[config.mk]
export PLATFORM = sky130hd
export DESIGN_NAME = greedy_full_text_justifier_core
export DESIGN_NICKNAME = d
export VERILOG_FILES = /design/src/rtl/gftj_pkg.sv /design/src/rtl/gftj_ram.sv /design/src/rtl/greedy_full_text_justifier_core.sv
export SDC_FILE = /design/constraint.sdc
export NUM_CORES = 2
export LEC_CHECK = 0
export BUFFER_PORTS_ARGS = -buffer_cell sky130_fd_sc_hd__buf_2
export CORE_MARGIN = 2
export CORE_UTILIZATION = 40
export CTS_BUF_LIST = sky130_fd_sc_hd__clkbuf_2 sky130_fd_sc_hd__clkbuf_4 sky130_fd_sc_hd__clkbuf_8
export DETAILED_ROUTE_END_ITERATION = 6
export SYNTH_ARGS = -nofsm -noshare
export SYNTH_HDL_FRONTEND = slang
export SYNTH_SLANG_ARGS = --single-unit
[constraint.sdc]
create_clock -name clk_i -period 11.65 [get_ports clk_i]
set_input_delay 0.5825 -clock clk_i [delete_from_list [all_inputs] [get_ports clk_i]]
set_output_delay 0.5825 -clock clk_i [all_outputs]
set_load 0.005 [all_outputs]
[src/rtl/gftj_pkg.sv]
// Shared constants of the greedy full text justifier.
`default_nettype none
package gftj_pkg;
  localparam logic [1:0] CMD_CHAR = 2'd0;
  localparam logic [1:0] CMD_EOW  = 2'd1;
  localparam logic [1:0] CMD_EOT  = 2'd2;
  localparam logic [7:0] SPACE_CHAR = 8'h20;
endpackage
`default_nettype wire

[src/rtl/gftj_ram.sv]
// Generic simple dual-port RAM (one write port, one read port) with registered read.
`default_nettype none
module gftj_ram #(
  parameter int Width = 8,
  parameter int Depth = 64
) (
  input  wire logic                     clk_i,
  input  wire logic                     we_i,
  input  wire logic [$clog2(Depth)-1:0] waddr_i,
  input  wire logic [Width-1:0]         wdata_i,
  input  wire logic [$clog2(Depth)-1:0] raddr_i,
  output logic      [Width-1:0]         rdata_o
);
  logic [Width-1:0] mem_q [Depth];
  always_ff @(posedge clk_i) begin
    if (we_i) mem_q[waddr_i] <= wdata_i;
    rdata_o <= mem_q[raddr_i];
  end
endmodule
`default_nettype wire

[src/rtl/greedy_full_text_justifier_core.sv]
// Top level of the greedy full text justifier: sequencer, stores and divider.
// Usage:
//   s_axis carries one input item per transfer: tdata[1:0] command, [9:2] ch.
//   m_axis carries one line character per transfer: tdata out_char,
//   tlast on the final character of a line, tuser word_too_long.
//   cfg_we_i/cfg_wdata_i write line_width while the block is idle.
// Timing:
//   A word character is taken into the word store. An end of word that keeps
//   the line copies the word into the line store through the registered RAM
//   read, each character passing S_WCOPY_RD and then S_WCOPY_WR.
//   Emitting a full line first runs a one-bit-per-cycle restoring divider for
//   the space spread, then walks the line store: each stored character passes
//   S_EM_RD, S_EM_WAIT and S_EM_OUT, each gap adds S_EM_SP for its spaces,
//   S_PAD pads, S_AFTER closes the line; a stalled receiver holds the walk.
//   The word is copied after the emit. s_axis_tready is low meanwhile.
// Reset clears all control state; the stores need no clearing.
`default_nettype none
module greedy_full_text_justifier_core #(
  parameter int MaxWidth = 64
) (
  input  wire logic        clk_i,
  input  wire logic        rst_ni,
  input  wire logic        cfg_we_i,
  input  wire logic [6:0]  cfg_wdata_i,
  input  wire logic        s_axis_tvalid,
  output logic             s_axis_tready,
  input  wire logic [15:0] s_axis_tdata,   // command[1:0], ch[9:2], zeros
  output logic             m_axis_tvalid,
  input  wire logic        m_axis_tready,
  output logic [7:0]       m_axis_tdata,   // out_char[7:0]
  output logic             m_axis_tlast,
  output logic             m_axis_tuser    // word_too_long
);
  localparam int AW = $clog2(MaxWidth);
  localparam int CW = $clog2(MaxWidth + 1);

  typedef enum logic [3:0] {
    S_IDLE, S_WCOPY_RD, S_WCOPY_WR, S_DIV, S_EM_RD, S_EM_WAIT, S_EM_OUT,
    S_EM_SP, S_PAD, S_AFTER
  } state_e;

  state_e     state_q;
  logic [6:0] width_q;
  logic [CW-1:0] eff_w;
  logic [CW-1:0] line_len_q, word_len_q, n_q, i_q, out_n_q, cpy_q, base_q;
  logic [CW-1:0] rem_q, k_q, sp_q, dividend_q;
  logic [AW-1:0] gap_q;
  logic       ovf_q, cut_q, seen_q, emitted_q, spread_q, post_copy_q, pend_ovf_q;
  logic [2:0] div_cnt_q;

  logic          lw_we, ww_we;
  logic [AW-1:0] lw_addr, lr_addr, ww_addr, wr_addr;
  logic [8:0]    lw_data, lr_data;
  logic [7:0]    wr_data;
  logic [CW-1:0] n_now;
  logic          join_ok;
  logic          out_load;

  always_comb begin
    if (width_q == 7'd0) eff_w = CW'(1);
    else if ({1'b0, width_q} > 8'(MaxWidth)) eff_w = CW'(MaxWidth);
    else eff_w = CW'(width_q);
  end

  gftj_ram #(.Width(9), .Depth(MaxWidth)) u_line (
    .clk_i, .we_i(lw_we), .waddr_i(lw_addr), .wdata_i(lw_data),
    .raddr_i(lr_addr), .rdata_o(lr_data));
  gftj_ram #(.Width(8), .Depth(MaxWidth)) u_word (
    .clk_i, .we_i(ww_we), .waddr_i(ww_addr), .wdata_i(s_axis_tdata[9:2]),
    .raddr_i(wr_addr), .rdata_o(wr_data));

  wire s_fire = s_axis_tvalid && s_axis_tready;
  wire m_fire = m_axis_tvalid && m_axis_tready;
  wire [1:0] cmd = s_axis_tdata[1:0];
  assign s_axis_tready = (state_q == S_IDLE);
  assign ww_we   = s_fire && cmd == gftj_pkg::CMD_CHAR && word_len_q < eff_w;
  assign ww_addr = word_len_q[AW-1:0];
  assign wr_addr = cpy_q[AW-1:0];
  assign lr_addr = i_q[AW-1:0];

  assign n_now = (word_len_q > eff_w) ? eff_w : word_len_q;
  // The closed word joins the current line with one space.
  assign join_ok = line_len_q != '0 &&
                   (CW+1)'(line_len_q) + (CW+1)'(1) + (CW+1)'(n_now) <= (CW+1)'(eff_w);

  // Line write: gap mark on join, then word characters from the copy walk.
  always_comb begin
    lw_we = 1'b0;
    lw_addr = line_len_q[AW-1:0];
    lw_data = {1'b0, wr_data};
    if (state_q == S_WCOPY_WR) lw_we = 1'b1;
    else if (s_fire && cmd == gftj_pkg::CMD_EOW && word_len_q != '0 && join_ok) begin
      lw_we = 1'b1;
      lw_data = {1'b1, gftj_pkg::SPACE_CHAR};
    end
  end

  // Load the output register when a character is ready and the slot is free.
  always_comb begin
    out_load = 1'b0;
    if (!m_axis_tvalid || m_fire) begin
      unique case (state_q)
        S_EM_OUT: out_load = !lr_data[8];
        S_EM_SP:  out_load = sp_q != '0 && out_n_q < eff_w;
        S_PAD:    out_load = out_n_q < eff_w;
        default:  out_load = 1'b0;
      endcase
    end
  end

  wire            em_more = (i_q < line_len_q) && (out_n_q < eff_w);
  wire [CW:0]     div_try = {rem_q, dividend_q[CW-1]} - {1'b0, CW'(gap_q)};

  always_ff @(posedge clk_i or negedge rst_ni) begin
    if (!rst_ni) begin
      state_q <= S_IDLE; width_q <= 7'd64; line_len_q <= '0; word_len_q <= '0;
      gap_q <= '0; ovf_q <= 1'b0; cut_q <= 1'b0; seen_q <= 1'b0;
      emitted_q <= 1'b0; m_axis_tvalid <= 1'b0; post_copy_q <= 1'b0;
      n_q <= '0; i_q <= '0; out_n_q <= '0; cpy_q <= '0; base_q <= '0;
      rem_q <= '0; k_q <= '0; sp_q <= '0; dividend_q <= '0; spread_q <= 1'b0;
      div_cnt_q <= '0; pend_ovf_q <= 1'b0; m_axis_tdata <= '0;
      m_axis_tlast <= 1'b0; m_axis_tuser <= 1'b0;
    end else begin
      if (cfg_we_i) width_q <= cfg_wdata_i;
      if (out_load) m_axis_tvalid <= 1'b1;
      else if (m_fire) m_axis_tvalid <= 1'b0;
      unique case (state_q)
        S_IDLE: if (s_fire) begin
          unique case (cmd)
            gftj_pkg::CMD_CHAR: if (word_len_q < eff_w) word_len_q <= word_len_q + 1'b1;
              else cut_q <= 1'b1;
            gftj_pkg::CMD_EOW: begin
              seen_q <= 1'b1; word_len_q <= '0; cut_q <= 1'b0;
              n_q <= n_now; pend_ovf_q <= cut_q || (word_len_q > eff_w);
              cpy_q <= '0;
              if (word_len_q == '0) begin
              end else if (join_ok) begin
                line_len_q <= line_len_q + 1'b1; gap_q <= gap_q + 1'b1;
                state_q <= S_WCOPY_RD;
              end else if (line_len_q != '0) begin
                post_copy_q <= 1'b1;
                spread_q <= gap_q != '0 && line_len_q <= eff_w;
                dividend_q <= eff_w - line_len_q; rem_q <= '0; base_q <= '0;
                div_cnt_q <= 3'(CW - 1); state_q <= S_DIV;
              end else begin
                ovf_q <= cut_q || (word_len_q > eff_w); gap_q <= '0;
                state_q <= S_WCOPY_RD;
              end
            end
            gftj_pkg::CMD_EOT: begin
              word_len_q <= '0; cut_q <= 1'b0;
              if (line_len_q != '0 || (seen_q && !emitted_q)) begin
                post_copy_q <= 1'b0; spread_q <= 1'b0; i_q <= '0; out_n_q <= '0;
                k_q <= '0; state_q <= S_EM_RD;
              end else begin
                seen_q <= 1'b0; emitted_q <= 1'b0;
              end
            end
            default: ;
          endcase
        end
        S_DIV: begin
          // Restoring division of spare room by gap count, one bit a cycle.
          dividend_q <= dividend_q << 1;
          if (!div_try[CW]) begin
            rem_q <= div_try[CW-1:0]; base_q <= {base_q[CW-2:0], 1'b1};
          end else begin
            rem_q <= {rem_q[CW-2:0], dividend_q[CW-1]}; base_q <= base_q << 1;
          end
          if (div_cnt_q == '0) begin
            i_q <= '0; out_n_q <= '0; k_q <= '0; state_q <= S_EM_RD;
          end else div_cnt_q <= div_cnt_q - 1'b1;
        end
        S_EM_RD: begin
          if (em_more) state_q <= S_EM_WAIT;
          else state_q <= S_PAD;
        end
        S_EM_WAIT: state_q <= S_EM_OUT;
        S_EM_OUT: if (!m_axis_tvalid || m_fire) begin
          if (lr_data[8]) begin
            sp_q <= spread_q ? (CW'(1) + base_q + ((k_q < rem_q) ? CW'(1) : CW'(0)))
                             : CW'(1);
            k_q <= k_q + 1'b1; state_q <= S_EM_SP;
          end else begin
            m_axis_tdata <= lr_data[7:0];
            m_axis_tlast <= (out_n_q + 1'b1 == eff_w); m_axis_tuser <= ovf_q;
            out_n_q <= out_n_q + 1'b1; i_q <= i_q + 1'b1; state_q <= S_EM_RD;
          end
        end
        S_EM_SP: if (!m_axis_tvalid || m_fire) begin
          if (sp_q == '0 || out_n_q >= eff_w) begin
            i_q <= i_q + 1'b1; state_q <= S_EM_RD;
          end else begin
            m_axis_tdata <= gftj_pkg::SPACE_CHAR;
            m_axis_tlast <= (out_n_q + 1'b1 == eff_w); m_axis_tuser <= ovf_q;
            out_n_q <= out_n_q + 1'b1; sp_q <= sp_q - 1'b1;
          end
        end
        S_PAD: if (!m_axis_tvalid || m_fire) begin
          if (out_n_q >= eff_w) state_q <= S_AFTER;
          else begin
            m_axis_tdata <= gftj_pkg::SPACE_CHAR;
            m_axis_tlast <= (out_n_q + 1'b1 == eff_w); m_axis_tuser <= ovf_q;
            out_n_q <= out_n_q + 1'b1;
          end
        end
        S_AFTER: begin
          line_len_q <= '0; gap_q <= '0;
          if (post_copy_q) begin
            emitted_q <= 1'b1; ovf_q <= pend_ovf_q; post_copy_q <= 1'b0;
            cpy_q <= '0; state_q <= S_WCOPY_RD;
          end else begin
            ovf_q <= 1'b0; seen_q <= 1'b0; emitted_q <= 1'b0; state_q <= S_IDLE;
          end
        end
        S_WCOPY_RD: begin
          if (cpy_q >= n_q) state_q <= S_IDLE;
          else state_q <= S_WCOPY_WR;
        end
        S_WCOPY_WR: begin
          line_len_q <= line_len_q + 1'b1; cpy_q <= cpy_q + 1'b1;
          state_q <= S_WCOPY_RD;
        end
        default: state_q <= S_IDLE;
      endcase
    end
  end

  assert property (@(posedge clk_i) disable iff (!rst_ni)
    m_axis_tvalid && !m_axis_tready |=> m_axis_tvalid && $stable(m_axis_tdata))
    else $error("output changed under stall");
  assert property (@(posedge clk_i) disable iff (!rst_ni)
    m_axis_tvalid |-> !s_axis_tready || state_q == S_IDLE)
    else $error("input taken mid line");
  assert property (@(posedge clk_i) disable iff (!rst_ni)
    line_len_q <= CW'(MaxWidth)) else $error("line overrun");
endmodule
`default_nettype wire

### Word level (Yosys, flattened, before mapping)

Memories as Yosys holds them, arrays and structs flattened. A register that Yosys moved wholly into a read port is not among the register bits.
Cells that the tools add are included.

* input bits: 28
* memories kept: 2
* register bits: 115
* output and inout bits: 12
* word-level logic and storage cells: 308
* bits in writable memories: 1088

Memory list
* u_line.mem_q: words 64, width 9, rd ports 1, clocked after memory_dff 1, write ports 1, line gftj_ram.sv:14 `logic [Width-1:0] mem_q [Depth];`
* u_word.mem_q: words 64, width 8, rd ports 1, clocked after memory_dff 1, write ports 1, line gftj_ram.sv:14

* add/sub/neg operators: 15
* magnitude comparators: 10
* reductions and logical operators: 60
* multiplexer cells: 147
* equal/unequal tests: 48

Operator list (count)
* $mux W7: 43
* $pmux W7 S2: 5
* $pmux W7 S3: 3
* $mux W8: 6
* $mux W1: 45
* $add A7 B1 Y7 const B: 6
* $ne A2 B2 Y1 const B: 21
* $mux W4: 10
* $pmux W4 S10: 1
* $pmux W7 S5: 1
* $reduce_and A7 Y1: 5
* $mux W6: 5
* $lt A7 B7 Y1: 4
* $pmux W7 S4: 1
* $pmux W8 S3: 1
* $logic_not A7 Y1: 3
* $reduce_bool A7 Y1: 3
* $reduce_and A5 Y1: 4
* $mux W3: 6
* $mux W9: 2
* $ne A3 B3 Y1 const B: 6
* $eq A4 B3 Y1 const B: 4
* $ne A2 B1 Y1 const B: 8
* $pmux W1 S2: 8
* 44 further kinds: 79

### Logic depth before layout (Yosys ltp)

* word-level depth: 13
* gate-level depth with buffers: 25
* gate-level depth less buffers: 23

### Cells and area by module

Synthesis repeated with hierarchy kept, for this count alone.

* cells, all modules: 2984
* area total of the unflattened synthesis: 51037.7 sq um

By module, submodules not included
* gftj_ram (u_line): area an instance 22649.2 sq um, cells an instance 1071, times used 1
* gftj_ram (u_word): area an instance 20190.6 sq um, cells an instance 972, times used 1
* greedy_full_text_justifier_core: area an instance 8197.9 sq um, cells an instance 941, times used 1

### Worst setup path after synthesis

Ideal clock, no wire load.

* kind: reg2reg
* start point: reg width_q[6]
* end point: mem u_line.mem_q[0][2] (data pin)
* period minus slack after synthesis: 7.221 ns
* library setup time: 0.517 ns
* stages on the path, launching flop included: 23
* arrival time: 6.704 ns
* data required time: 11.133 ns
* slack: 4.429 ns
* cell sequence: dfstp_2 -> clkbuf_1 -> nand2b_1 -> ha_1 -> a211oi_1 -> o21ai_0 -> o21ai_1 -> mux2i_1 -> ha_1 -> fa_1 -> nor2b_1 -> o21ai_0 -> a21oi_1 -> o21a_1 -> nor2_1 -> xnor2_1 -> ha_1 -> and4_1 -> a221o_1 -> clkbuf_1 -> a211oi_4 -> buf_2 -> nor2b_1

* word-level cells in the longest chain between the ends: 11
* elaborated cells between the ends (all ways): 12
* classes of those cells: add/sub: 1; order compare: 3; mux: 5; reduce/logical: 3

Ends and longest elaborated chain
* from (decl): line greedy_full_text_justifier_core.sv:43 `logic [6:0] width_q;`
* from (signal assigned): line greedy_full_text_justifier_core.sv:124 `if (cfg_we_i) width_q <= cfg_wdata_i;`
* $gt A7 B7 Y1: line greedy_full_text_justifier_core.sv:61 `else if ({1'b0, width_q} > 8'(MaxWidth)) eff_w = CW'(MaxWidth);`
* $mux W7: line greedy_full_text_justifier_core.sv:61
* $mux W7 (*): line greedy_full_text_justifier_core.sv:60 `if (width_q == 7'd0) eff_w = CW'(1);`
* $gt A7 B7 Y1: line greedy_full_text_justifier_core.sv:81 `assign n_now = (word_len_q > eff_w) ? eff_w : word_len_q;`
* $mux W7: line greedy_full_text_justifier_core.sv:81
* $add A8 B7 Y8: line greedy_full_text_justifier_core.sv:84 `(CW+1)'(line_len_q) + (CW+1)'(1) + (CW+1)'(n_now) <= (CW+1)'(eff_w);`
* $le A8 B7 Y1 (implied by the code) (*): line greedy_full_text_justifier_core.sv:84
* $logic_and A1 B1 Y1 (*): line greedy_full_text_justifier_core.sv:83 `assign join_ok = line_len_q != '0 &&`
* $logic_and A1 B1 Y1 (*): line greedy_full_text_justifier_core.sv:92 `else if (s_fire && cmd == gftj_pkg::CMD_EOW && word_len_q != '0 && join_ok) begin`
* $mux W9 (*): line greedy_full_text_justifier_core.sv:92
* $mux W9 (*): line greedy_full_text_justifier_core.sv:91 `if (state_q == S_WCOPY_WR) lw_we = 1'b1;`
* net lw_data[2]: line greedy_full_text_justifier_core.sv:53 `logic [8:0] lw_data, lr_data;`
* to (decl): line gftj_ram.sv:14

Mark *: on every way through the listed nets, which the timed path passes. The rest lies on a longest branch.

### Final worst setup path

* start point: reg width_q[6]
* end point: mem u_line.mem_q[19][3], enable pin

* word-level cells in the longest chain between the ends: 13
* elaborated cells between the ends (all ways): 14
* classes of those cells: add/sub: 1; order compare: 3; mux: 7; reduce/logical: 3

Ends and longest elaborated chain
* $gt A7 B7 Y1: line greedy_full_text_justifier_core.sv:61
* $mux W7: line greedy_full_text_justifier_core.sv:61
* $mux W7 (*): line greedy_full_text_justifier_core.sv:60
* $gt A7 B7 Y1: line greedy_full_text_justifier_core.sv:81
* $mux W7: line greedy_full_text_justifier_core.sv:81
* $add A8 B7 Y8: line greedy_full_text_justifier_core.sv:84
* $le A8 B7 Y1 (implied by the code) (*): line greedy_full_text_justifier_core.sv:84
* $logic_and A1 B1 Y1 (*): line greedy_full_text_justifier_core.sv:83
* $logic_and A1 B1 Y1 (*): line greedy_full_text_justifier_core.sv:92
* $mux W1 (*): line greedy_full_text_justifier_core.sv:92
* $mux W1 (*): line greedy_full_text_justifier_core.sv:91
* $mux W1 (*): line gftj_ram.sv:16 `if (we_i) mem_q[waddr_i] <= wdata_i;`
* $mux W1 (implied by the code) (*): line gftj_ram.sv:16

Mark *: on every way between the ends. The rest lies on a longest branch, timed or not.

==> run metrics <==
most frequent cells after synthesis edfxtp_1, mux4_2, nor2_1; Leak roughly 18 nW; initial core utilization 0.402; later-pin clock latency in the skew report 0.89 ns; most frequent cell after synthesis edfxtp_1; hold_ws between 0.15 and 0.2 ns; initial antenna violation count 2; Routed WL per cell 24.7 um; ys async rst share 0.0943; Worst Setup Start Kind register; ys flop type edfxtp_1; Sink Count 1220; status finished clean; Clock Tree Root clkbuf_8; Final Max Slew Viols 0; Crit. End Element register; GRT overflow 0; Site Rows 130; Tmin final 8.25 ns; Final period util 0.708; Die Span Y 359 um; H-tree depth 4; Worst-Margin Slew 1.32 ns; Clock Tree Buf Depth 3; register area share after synthesis 0.713; largest net degree at the start of global routing 72; TritonCTS buffer count 190; first-pass GRT wire length 177 mm; crit-path max FO 44; Avg Cell Area, Syn 17.5 um^2; Yosys top cell by area edfxtp_1; Die Area 129000 um^2; HP Class in -> reg; RSZ-0062 raised after global routing no; # Max-Cap Violations 0; Core Region 125000 um^2; Post-Route Utilization 0.451; Post-Route WL 119 mm; PwrDens 216 nW/um^2; Netlist cell types 75; synthesized area between 50000 and 60000 um^2; CTS tree done; routability cong. 0.888; DR vias approximately 27000; vias per inst 5.64; Post-Syn Instances 2875; IR drop worst, VDD approximately 0.00014 V; Setup TNS 0 ns; Slew headroom 0.123; Die Width 359 um; Routed Antenna Nets 0; clock slew at reported path FFs 0.06 ns; Top-Level Pins 40; final hold vios 0; Seq cells post-synth 1220; HPWL after DPL roughly 72 mm; Port Buffers 33; Final nets 3135; crit path kind reg -> reg; YS warnings 0; Total Routing Usage GR 0.185; area grow syn2layout 12.3%; drt drc 0; Post-synth EDFFs 1088; Post-CTS Setup Bufs 0; largest cells by area after synthesis edfxtp_1, mux4_2, dfrtp_1; CP arrival 8.74 ns; DR pass1 iterations 5; f_max 121 MHz; Worst Clk Skew roughly 0.037 ns; Synth top area share 0.649; Detailed Route Iter0 Violations roughly 2600; Worst Path Required 12.13 ns; vias in the first global route 28300; Final Setup Violations 0; Post-Syn Nets just under 3000; layout cell share with drive strength beyond 1 0.231
[layout by cell type, fill, tap and decap left out, types with 14 or more instances in the layout]
cell type / instances
dfrtp_1: 110
clkinv_2: 16
a22o_1: 37
dfxtp_1: 17
nor2b_1: 26
o221ai_1: 14
clkbuf_4: 82
mux4_2: 272
nand2_1: 139
a22oi_1: 73
ha_1: 79
inv_1: 64
nor2_1: 192
buf_4: 59
dlygate4sd3_1: 16
a221oi_1: 28
o22ai_1: 22
xnor2_1: 17
buf_2: 32
and3_1: 14
o211ai_1: 22
clkbuf_8: 207
nor3_1: 68
edfxtp_1: 1088
nand2b_1: 22
o21ai_0: 95
clkinv_1: 27
mux2_2: 16
a21oi_1: 44
nand3_1: 46
[cell families after synthesis]
group,Yosys count,synth area share
fa+ha+maj,82,0.0208
xor+xnor,26,0.00453
compound gates,440,0.0619
flops,1220,0.713
mux,300,0.128
simple gates,591,0.0555
buf+inv,216,0.0162
[metrics by stage]
step	setup slack, ns	total power [mW]	instance area, um^2	instances
6_report	3.40	12.2	56500	4826
5_1_grt	2.90	12.7	56500	4826
4_1_cts	3.48	12.3	56500	4824
3_5_place_dp	3.52	8.70	52500	4466
3_3_place_gp	3.66	8.60	52500	4466
2_1_floorplan	4.43	7.61	50300	2875
[sequential cells by signal (all words and copies together), names as in the netlist, 7 cells and up]
name and cells:
n_q 7, rem_q 7, u_line.mem_q 576, out_n_q 7
k_q 7, u_line.rdata_o 9, i_q 7, word_len_q 7
base_q 7, u_word.rdata_o 8, m_axis_tdata 8, dividend_q 7
u_word.mem_q 512, line_len_q 7, cpy_q 7, sp_q 7
width_q 7
[final timing paths]
check                             startpoint             endpoint  depth (start not counted)  slack, ns
hold / removal                 m_axis_tready        m_axis_tvalid                          3       0.17
setup reg to reg                  width_q[6]  u_line.mem_q[19][3]                         23       3.40
max in group asynchronous             rst_ni        dividend_q[6]                          3       9.95
setup / recovery                  width_q[6]  u_line.mem_q[19][3]                         23       3.40
min in group asynchronous             rst_ni           out_n_q[2]                          2       0.39
hold reg to reg            u_line.rdata_o[0]      m_axis_tdata[0]                          2       0.45
[power by group]
group          switching (mW)  total (mW)  internal (mW)
Clock                    1.64        3.60           1.96
Combinational            1.82        3.11           1.30
Sequential              0.270        5.47           5.20
[per-layer routing]
metal	share of wire	routed length [um]	global-route usage
met5	0	0	0
met4	0.030	3520	0.0744
met3	0.061	7200	0.0331
met2	0.49	58400	0.305
met1	0.42	49800	0.243
[final cells by class]
class,count,area (um^2)
clock inverter,54,353
multi-input combinational,1439,13700
tap,1650,2060
clock buffer,288,3460
inverter,66,248
timing repair buffer,108,771
antenna,1,2.50
fill,10700,68700
sequential,1220,35900
[repair_timing]
action                                  4_1_cts  5_1_grt
resized for setup                             0        0
endpoints found under the hold margin        73        0
hold buffers                                 16        0
endpoints found under the setup margin        0        0
[critical path, stage by stage (launching register included)]
cell      delay (ns)
dfstp_2         0.70
nand2b_1        0.38
ha_1            0.32
a211oi_1        0.33
o21ai_0         0.16
o21ai_1         0.53
mux2i_1         0.24
ha_1            0.26
fa_1            0.43
nor2b_1         0.12
o21ai_0         0.10
a21oi_1         0.23
o21a_1          0.14
nor2_1          0.05
xnor2_1         0.13
ha_1            0.34
a211oi_1        0.24
nand2_1         0.08
a221o_1         0.42
a211oi_4        0.34
buf_4           0.45
buf_4           0.58
o211ai_1        0.41
nor2_1          0.81
(Power assumes the default switching activity.)
